[config.mk]
export PLATFORM = sky130hd
export DESIGN_NAME = tcsb_ctrl
export DESIGN_NICKNAME = d
export VERILOG_FILES = /design/src/rtl/tcsb_pkg.sv /design/src/rtl/tcsb_ctrl.sv
export SDC_FILE = /design/constraint.sdc
export NUM_CORES = 1
export LEC_CHECK = 0
export BUFFER_PORTS_ARGS = -buffer_cell sky130_fd_sc_hd__buf_4
export CAP_MARGIN = 10
export CORE_UTILIZATION = 30
export DETAILED_ROUTE_END_ITERATION = 12
export PLACE_DENSITY = 0.52
export SETUP_SLACK_MARGIN = 0.05
export SLEW_MARGIN = 25
export SYNTH_ARGS = -nofsm -noshare
export SYNTH_HDL_FRONTEND = slang
export SYNTH_SLANG_ARGS = --single-unit
[constraint.sdc]
create_clock -name i_clk -period 4.1 [get_ports i_clk]
set_input_delay 0.205 -clock i_clk [delete_from_list [all_inputs] [get_ports i_clk]]
set_output_delay 0.205 -clock i_clk [all_outputs]
set_load 0.005 [all_outputs]
[src/rtl/tcsb_pkg.sv]
`timescale 1ns / 1ps
// ----------------------------------------------------------------------------
// tcsb_pkg
// Shared types, codes and defaults of the text console scrollback buffer.
// ----------------------------------------------------------------------------
package tcsb_pkg;

    // Default geometry
    localparam int LINES_DEF    = 128;
    localparam int COLS_DEF     = 53;
    localparam int VIS_ROWS_DEF = 24;

    // Field widths of the channels
    localparam int REQ_W    = 3;
    localparam int CHAR_W   = 8;
    localparam int COLOR_W  = 8;
    localparam int LINE_W   = 7;
    localparam int COL_W    = 6;
    localparam int CURSOR_W = 6;
    localparam int TOTAL_W  = 8;
    localparam int SCROLL_W = 7;

    // Request codes
    localparam logic [REQ_W-1:0] REQ_PUT         = 3'd0;
    localparam logic [REQ_W-1:0] REQ_SCROLL_UP   = 3'd1;
    localparam logic [REQ_W-1:0] REQ_SCROLL_DOWN = 3'd2;
    localparam logic [REQ_W-1:0] REQ_LEAVE       = 3'd3;
    localparam logic [REQ_W-1:0] REQ_CLEAR       = 3'd4;
    localparam logic [REQ_W-1:0] REQ_READ        = 3'd5;

    // Control characters
    localparam logic [CHAR_W-1:0] CH_BS = 8'd8;
    localparam logic [CHAR_W-1:0] CH_NL = 8'd10;
    localparam logic [CHAR_W-1:0] CH_CR = 8'd13;

    typedef struct packed {
        logic [REQ_W-1:0]   req_type;
        logic [CHAR_W-1:0]  char_code;
        logic [COLOR_W-1:0] char_color;
        logic [LINE_W-1:0]  line_index;
        logic [COL_W-1:0]   column;
    } t_req;

    typedef struct packed {
        logic [CURSOR_W-1:0] cursor_col;
        logic [TOTAL_W-1:0]  line_total;
        logic [SCROLL_W-1:0] scroll_back;
        logic [CHAR_W-1:0]   cell_char;
        logic [COLOR_W-1:0]  cell_color;
    } t_rsp;

    typedef struct packed {
        logic [CHAR_W-1:0]  ch;
        logic [COLOR_W-1:0] color;
    } t_cell;

    // Updates of the cursor, line and scroll registers
    typedef enum logic [2:0] {
        OP_NONE,
        OP_ADVANCE,
        OP_CR,
        OP_BS,
        OP_OPEN,
        OP_SCROLL_UP,
        OP_SCROLL_DOWN,
        OP_RESET
    } t_state_op;

    // Column source of a cell address
    typedef enum logic [1:0] {
        COL_CURSOR,
        COL_CURSOR_DEC,
        COL_READ,
        COL_ZERO
    } t_col_sel;

    typedef struct packed {
        logic      latch;
        logic      row_calc;
        logic      row_line;
        logic      addr_calc;
        t_col_sel  col_sel;
        logic      mem_wr;
        logic      wr_zero;
        logic      mem_rd;
        logic      rd_clear;
        logic      clr_step;
        logic      scroll_zero;
        t_state_op op;
        logic      out_load;
    } t_dp_cmd;

    typedef struct packed {
        logic [REQ_W-1:0] req_type;
        logic             is_nl;
        logic             is_cr;
        logic             is_bs;
        logic             cursor_zero;
        logic             cursor_last;
        logic             read_ok;
        logic             clr_done;
    } t_dp_stat;

endpackage

[src/rtl/tcsb_ctrl.sv]
`timescale 1ns / 1ps
// ----------------------------------------------------------------------------
// tcsb_ctrl
// Request sequencer: decodes a request, steps the datapath through row,
// address, memory and line-clearing phases, and owns the output valid.
// ----------------------------------------------------------------------------
module tcsb_ctrl (
    input  logic               i_clk,
    input  logic               i_rst_n,
    input  logic               i_in_valid,
    output logic               o_in_ready,
    output logic               o_out_valid,
    input  logic               i_out_ready,
    input  tcsb_pkg::t_dp_stat i_stat,
    output tcsb_pkg::t_dp_cmd  o_cmd
);
    import tcsb_pkg::*;

    localparam logic [3:0] S_IDLE   = 4'd0;
    localparam logic [3:0] S_DECODE = 4'd1;
    localparam logic [3:0] S_WROW   = 4'd2;
    localparam logic [3:0] S_WADDR  = 4'd3;
    localparam logic [3:0] S_WRITE  = 4'd4;
    localparam logic [3:0] S_OPEN   = 4'd5;
    localparam logic [3:0] S_CROW   = 4'd6;
    localparam logic [3:0] S_CADDR  = 4'd7;
    localparam logic [3:0] S_CLEAR  = 4'd8;
    localparam logic [3:0] S_RROW   = 4'd9;
    localparam logic [3:0] S_RADDR  = 4'd10;
    localparam logic [3:0] S_READ   = 4'd11;
    localparam logic [3:0] S_DONE   = 4'd12;

    logic [3:0] r_state, n_state;
    logic       r_boot,  n_boot;
    logic       r_out_valid, n_out_valid;

    always_comb begin
        n_state     = r_state;
        n_boot      = r_boot;
        o_cmd       = '0;
        o_in_ready  = 1'b0;
        n_out_valid = r_out_valid && !i_out_ready;
        case (r_state)
            S_IDLE: begin
                o_in_ready = 1'b1;
                if (i_in_valid) begin
                    o_cmd.latch = 1'b1;
                    n_state     = S_DECODE;
                end
            end
            S_DECODE: begin
                o_cmd.rd_clear = 1'b1;
                n_state        = S_DONE;
                case (i_stat.req_type)
                    REQ_PUT: begin
                        o_cmd.scroll_zero = 1'b1;
                        if (i_stat.is_nl) begin
                            n_state = S_OPEN;
                        end else if (i_stat.is_cr) begin
                            o_cmd.op = OP_CR;
                        end else if (!(i_stat.is_bs && i_stat.cursor_zero)) begin
                            n_state = S_WROW;
                        end
                    end
                    REQ_SCROLL_UP:   o_cmd.op = OP_SCROLL_UP;
                    REQ_SCROLL_DOWN: o_cmd.op = OP_SCROLL_DOWN;
                    REQ_LEAVE:       o_cmd.scroll_zero = 1'b1;
                    REQ_CLEAR: begin
                        o_cmd.op = OP_RESET;
                        n_state  = S_CROW;
                    end
                    REQ_READ: begin
                        if (i_stat.read_ok) begin
                            n_state = S_RROW;
                        end
                    end
                    default: ;
                endcase
            end
            S_WROW: begin
                o_cmd.row_calc = 1'b1;
                n_state        = S_WADDR;
            end
            S_WADDR: begin
                o_cmd.addr_calc = 1'b1;
                o_cmd.col_sel   = i_stat.is_bs ? COL_CURSOR_DEC : COL_CURSOR;
                n_state         = S_WRITE;
            end
            S_WRITE: begin
                o_cmd.mem_wr  = 1'b1;
                o_cmd.wr_zero = i_stat.is_bs;
                o_cmd.op      = i_stat.is_bs ? OP_BS : OP_ADVANCE;
                // Wrap at the last column opens a new line
                n_state = (!i_stat.is_bs && i_stat.cursor_last) ? S_OPEN : S_DONE;
            end
            S_OPEN: begin
                o_cmd.op = OP_OPEN;
                n_state  = S_CROW;
            end
            S_CROW: begin
                o_cmd.row_calc = 1'b1;
                n_state        = S_CADDR;
            end
            S_CADDR: begin
                o_cmd.addr_calc = 1'b1;
                o_cmd.col_sel   = COL_ZERO;
                n_state         = S_CLEAR;
            end
            S_CLEAR: begin
                o_cmd.mem_wr   = 1'b1;
                o_cmd.wr_zero  = 1'b1;
                o_cmd.clr_step = 1'b1;
                if (i_stat.clr_done) begin
                    // The power-up sweep produces no result
                    n_state = r_boot ? S_IDLE : S_DONE;
                    n_boot  = 1'b0;
                end
            end
            S_RROW: begin
                o_cmd.row_calc = 1'b1;
                o_cmd.row_line = 1'b1;
                n_state        = S_RADDR;
            end
            S_RADDR: begin
                o_cmd.addr_calc = 1'b1;
                o_cmd.col_sel   = COL_READ;
                n_state         = S_READ;
            end
            S_READ: begin
                o_cmd.mem_rd = 1'b1;
                n_state      = S_DONE;
            end
            S_DONE: begin
                if (!r_out_valid || i_out_ready) begin
                    o_cmd.out_load = 1'b1;
                    n_out_valid    = 1'b1;
                    n_state        = S_IDLE;
                end
            end
            default: n_state = S_IDLE;
        endcase
    end

    always_ff @(posedge i_clk) begin
        if (!i_rst_n) begin
            r_state     <= S_CROW;
            r_boot      <= 1'b1;
            r_out_valid <= 1'b0;
        end else begin
            r_state     <= n_state;
            r_boot      <= n_boot;
            r_out_valid <= n_out_valid;
        end
    end

    assign o_out_valid = r_out_valid;

endmodule

==> results of run 1 <==
[stage by stage]
step / hold slack (ns) / cells / util / power [mW]
finish: 0.177 / 156 / 0.455 / 0.540
global route: 0.174 / 156 / 0.455 / 0.599
detailed placement: 0.438 / 153 / 0.444 / 0.482
CTS: 0.171 / 156 / 0.455 / 0.544
floorplan: 0.279 / 104 / - / 0.370
global placement: 0.435 / 153 / 0.444 / 0.486
[cell families after synthesis]
| kind of cell | share of synthesized area |
|---|---|
| flops | 0.176 |
| compound gates | 0.310 |
| simple gates | 0.393 |
| xor+xnor | 0.0257 |
| mux | 0.0165 |
| buf+inv | 0.0789 |
[cells in the final DEF (no fill, tap or decap), types with 2 or more instances in the layout]
cell type and instances:
clkbuf_4 3, nand2_1 6, nand2b_1 4, inv_1 3, a31oi_1 2, dfxtp_1 6, o21a_1 3, buf_4 31
nand3_1 3, nor2b_1 4, and3_1 2, nor2_1 18, nor3_1 6, a21oi_1 8, o21ai_0 6, or3_1 2
[cell usage after synthesis (all sizes together) (2+ instances only)]
cell type | n | area (sq um)
nor3 | 6 | 30.0
and3 | 2 | 12.5
or3 | 2 | 12.5
a31oi | 2 | 12.5
inv | 3 | 11.3
o21ai | 6 | 30.0
clkbuf | 7 | 26.3
buf | 2 | 16.3
nor2 | 18 | 67.6
a21oi | 9 | 48.8
nand3 | 3 | 15.0
nand2 | 6 | 22.5
nand2b | 4 | 25.0
nor2b | 4 | 25.0
o21a | 3 | 22.5
nor4b | 2 | 23.8
dfxtp | 6 | 120
[power groups by stage]
stage	Clock [mW]	Sequential [mW]	Combinational [mW]
after floorplan	0	0.0973	0.273
after global placement	0	0.165	0.321
after detailed placement	0	0.165	0.317
after CTS	0.0603	0.164	0.319
after global routing	0.0643	0.178	0.357
final	0.0580	0.165	0.317
[registers in the layout, summed over array words and instances, names as in the netlist]
register,count
o_out_valid,1
r_boot,1
r_state,4
[cell type report]
cell class	count	area [sq um]	area share
Sequential cell	6	120	0.129
Timing Repair Buffer	31	233	0.251
Inverter	3	11.3	0.0121
Tap cell	27	33.8	0.0364
Clock buffer	3	22.5	0.0243
Multi-Input combinational cell	86	508	0.547
[worst max path at each step]
stage	end	slack, ns	depth (start not counted)
floorplan	r_state[0]	2.62	4
global placement	o_cmd[1]	2.31	3
detailed placement	o_cmd[1]	2.27	3
CTS	o_cmd[1]	1.98	3
global route	o_cmd[1]	1.84	3
finish	o_cmd[1]	2.00	3
[layer usage]
metal	part of all wire	global-route usage	wire length [um]	up-vias
met5	0	0	0	-
met4	0.016	0.0571	31	0
met3	0.056	0.0617	107	5
met2	0.43	0.248	828	26
met1	0.49	0.220	937	377
li1	-	-	-	424
[worst max-delay path, stage by stage, from the launching register on]
cell	delay [ns]
dfxtp_1	0.62
or4b_4	0.57
o32ai_1	0.30
buf_4	0.16
==> reports/qor.yml, run 1 <==
max-cap-violations: 0
routed_wirelength_um: 1900
stdcell_area_sq_um: 928
min_to: "r_state[2]"
setup_viol: 0
async_reset_ff_frac: 0
syn_inst: 104
postRouteAntennaNets: 0
fin_ws_ns: 2.00
tns_ns: 0
ys_ff_latch: 6
finalWeightedCongestion: 0.792
cp_data_required_time_ns: 3.89
synth_edf_count: 0
pin_count: 32
period_minus_slack_ns: 2.10
cts_buffer_depth: 2
grt_pass1_vias: 723
synth_area_per_cell_sq_um: 6.56
pwr-share-comb: 0.587
htreeDepth: 1
grt_max_degree: 19
diodes: 0
yosysSeqAreaShare: 0.176
setup.worst_path.class: "flop to output pin"
path_clk_slew_ns: 0.05
pre_cts_ws_ns: 2.27
crit_path_end_kind: "output pin"
synthFlopType: "dfxtp_1"
syn-cell-area_sq_um: 682
post-cts-setup-buffer-count: 0
hp-class: "primary input to flop"
vias_per_cell: 5.33
status: "finished clean"
start_util: 0.334
overflow: 0
power_density_mw_per_mm2: 581
die_x_um: 49.7
hold_viol_final: 0
antenna_found_initial: 0
ir_drop_mv: 0.295
finalCritPeriodShare: 0.513
yosysUniqueCellTypes: 39
timing.rr.end: "r_state[2]"
ff2ff_path_depth: 4
internal-power_mw: 0.285
p_clk_frac: 0.107
cts_resized: 0
syn2layout_area_growth_pct: 36.1
worstPathMaxFanout: 18
yosys_warnings: 0
power_leakage_nw: 0.402
crit_arrival_ns: 1.90
cts-buffers-inserted: 3
core.rowCount: 16
grt_pass1_wl_um: 3180
coreArea_sq_mm: 0.00204
dieArea_sq_mm: 0.00247
synth_nets: 118
die_h_um: 49.7
vias: 832
r2r_start: "r_state[0]"
crit_path_start: "r_state[0]"
holdBufCountCts: 0
portBuffers: 31
hold_depth: 2
insertion_delay_ns: 0.25
fill_cells: 233
drt_iter0_drc: 14
ff2ff_setup_slack_ns: 2.36
p_sw_frac: 0.472
finClkSkew_ns: 0.00336
drive_above_1_share: 0.310
root_buffer: "clkbuf_4"
power.switching_mw: 0.255
rsz0062_at_grt: "no"
cp-start-kind: "flop"
drc: 0
fin_nets: 145
dp_hpwl_um: 1470
hold_start: "i_rst_n"
cts_tree: "built"
clkSinkCount: 6
slew_violations: 0
max_freq_mhz: 475
dr.pass1.iters: 4
wl_per_cell_um: 12.2
grt_use_total: 0.167
place_area_sq_um: 906
worstMarginPinSlew_ns: 0.538
seq_power_share: 0.305
relSlewSlack: 0.641
No activity file was read; power rests on OpenSTA's default activity.
==> inputs of run 2 (changes only) <==
--- a/config.mk
+++ b/config.mk
@@ -9,7 +9,7 @@
 export CAP_MARGIN = 10
 export CORE_UTILIZATION = 30
 export DETAILED_ROUTE_END_ITERATION = 12
-export PLACE_DENSITY = 0.52
+export PLACE_DENSITY = 0.54
 export SETUP_SLACK_MARGIN = 0.05
 export SLEW_MARGIN = 25
 export SYNTH_ARGS = -nofsm -noshare
==> constraint.sdc (replaced) <==
create_clock -name i_clk -period 1.9 [get_ports i_clk]
set_input_delay 0.095 -clock i_clk [delete_from_list [all_inputs] [get_ports i_clk]]
set_output_delay 0.095 -clock i_clk [all_outputs]
set_load 0.005 [all_outputs]
==> reports/qor.yml, run 2 (synthesized netlist as in run 1, its figures left out) <==
status: "finished clean"
finalCritPeriodShare: 0.927
place_area_sq_um: 936  # +3.3%
die_h_um: 49.7  # unchanged
insertion_delay_ns: 0.25  # about the same
mostFrequentLayoutCells: "35 x buf_4, 18 x nor2_1, 8 x a21oi_1"
ir_drop_mv: 0.580  # +96%
postRouteAntennaNets: 0  # unchanged
routed_wirelength_um: 2040  # +7.2%
layout_commonest_cell: "buf_4"
ff2ff_path_depth: 4  # unchanged
multiInputGateArea_sq_um: 508  # unchanged
root_buffer: "clkbuf_4"
slew_violations: 0  # unchanged
drt_iter0_drc: 16  # +2
worstMarginPinSlew_ns: 0.357  # -0.181 ns
pin_count: 32  # unchanged
hold_viol_final: 0  # unchanged
internal-power_mw: 0.671  # +140%
die_x_um: 49.7  # unchanged
power.switching_mw: 0.580  # +130%
grt_pass1_wl_um: 3430  # +7.8%
cts-buffers-inserted: 3  # unchanged
grt_use_total: 0.176  # +0.00833
wl_per_cell_um: 12.8  # +4.6%
crit_arrival_ns: 1.67  # -0.23 ns
cts_buffer_depth: 2  # unchanged
p_clk_frac: 0.095  # -0.012
placed_cells: 157  # +2.6%
finClkSkew_ns: 0.00335  # -0.00000980 ns
crit_path_start: "r_state[1]"
start_util: 0.334  # unchanged
fill_cells: 251  # +7.7%
dieArea_sq_mm: 0.00247  # unchanged
ff2ff_setup_slack_ns: 0.36  # -2.00 ns
drive_above_1_share: 0.338  # +0.0283
setup.worst_path.class: "flop to output pin"
finalPower_mw: 1.25  # +130%
drc: 0  # unchanged
hold_start: "i_rst_n"
timing.rr.end: "r_state[2]"
register_area_sq_um: 121  # +1.0%
portBuffers: 31  # unchanged
antenna_found_initial: 0  # unchanged
top_register: "r_state"
grt_max_degree: 15  # -4
vias_per_cell: 5.40  # +1.3%
seq_power_share: 0.213  # -0.092
stdcell_area_sq_um: 960  # +3.4%
dp_hpwl_um: 1650  # +12%
coreArea_sq_mm: 0.00204  # unchanged
rsz0062_at_grt: "no"
path_clk_slew_ns: 0.05  # about the same
cp-start-kind: "flop"
largest_reg_flops: 4  # unchanged
relSlewSlack: 0.760  # +0.120
max_freq_mhz: 568
syn2layout_area_growth_pct: 40.7
period_minus_slack_ns: 1.76
fin_nets: 149  # +2.8%
finalWeightedCongestion: 0.784  # -1.0%
hp-class: "primary input to flop"
cts_tree: "built"
worstPathMaxFanout: 9  # -9
worstPathCellList: "or4b_4, o32ai_1, buf_4"
critPathMaxStageDelay_ns: 0.60  # -0.02 ns
cp_data_required_time_ns: 1.80  # -2.09 ns
r2r_start: "r_state[1]"
hold_depth: 2  # unchanged
dr.pass1.iters: 4  # unchanged
post-cts-setup-buffer-count: 0  # unchanged
clkSinkCount: 6  # unchanged
crit_path_end_kind: "output pin"
power_density_mw_per_mm2: 1300  # +120%
max-cap-violations: 0  # unchanged
core.rowCount: 16  # unchanged
power_leakage_nw: 0.421  # +4.7%
tns_ns: 0  # unchanged
crit_slowest_cell: "or4b_4"
vias: 864  # +3.8%
overflow: 0  # unchanged
instances_no_fill: 160  # +2.6%
grt_pass1_vias: 788  # +9.0%
htreeDepth: 1  # unchanged
min_to: "r_state[2]"
setup_viol: 0  # unchanged
pwr-share-comb: 0.692  # +0.105
diodes: 0  # unchanged
p_sw_frac: 0.464  # -0.00825
## run 2: cell count changes in the layout (fill, tap and decap cells not counted), sizes merged
cell,before,now
buf,31,35
## run 2: area by class of cell
cell class,instances,share of cell area
clock buffers,3,0.0235
inverters,3,0.0117
multi-input cells,86,0.529
flip-flops and latches,6,0.126
well taps,27,0.0352
repair buffers,35,0.274
## run 2: worst max-delay path, delay by kind of cell, from the launching register on
kind,cells,cell delay (ns)
flops,1,0.37
compound gates,1,0.29
buf+inv,1,0.16
simple gates,1,0.60
## run 2: metrics by stage
stage	setup WS, ns	utilization	hold WS (ns)
finish	0.140	0.470	0.0769
global route	0.0556	0.470	0.0767
CTS	0.115	0.469	0.0683
detailed placement	0.333	0.458	0.326
global placement	0.286	0.458	0.322
floorplan	0.424	-	0.169
## run 2: repair_timing
item                       4_1_cts  5_1_grt
hold buffers                     0        0
resized for setup                0        1
setup endpoints to repair        0        1
## run 2: worst max path at each step
stage / cells past startpoint / end / slack [ns]
floorplan: 4 / r_state[0] / 0.42
global placement: 4 / r_state[3] / 0.29
detailed placement: 4 / r_state[3] / 0.33
CTS: 3 / o_cmd[1] / 0.12
global route: 3 / o_cmd[1] / 0.06
finish: 3 / o_cmd[1] / 0.14
## run 2: power groups by stage
stage | clock network (mW) | logic (mW) | registers, mW
4_1_cts | 0.125 | 0.866 | 0.261
3_5_place_dp | 0 | 0.862 | 0.264
5_1_grt | 0.134 | 0.953 | 0.277
2_1_floorplan | 0 | 0.589 | 0.210
3_3_place_gp | 0 | 0.876 | 0.259
6_report | 0.119 | 0.866 | 0.267
## run 2: metal layers
metal	GRT usage	routed length [um]
met1	0.239	976
met2	0.279	1000
met3	0.0463	64
met4	0.0286	0
met5	0	0
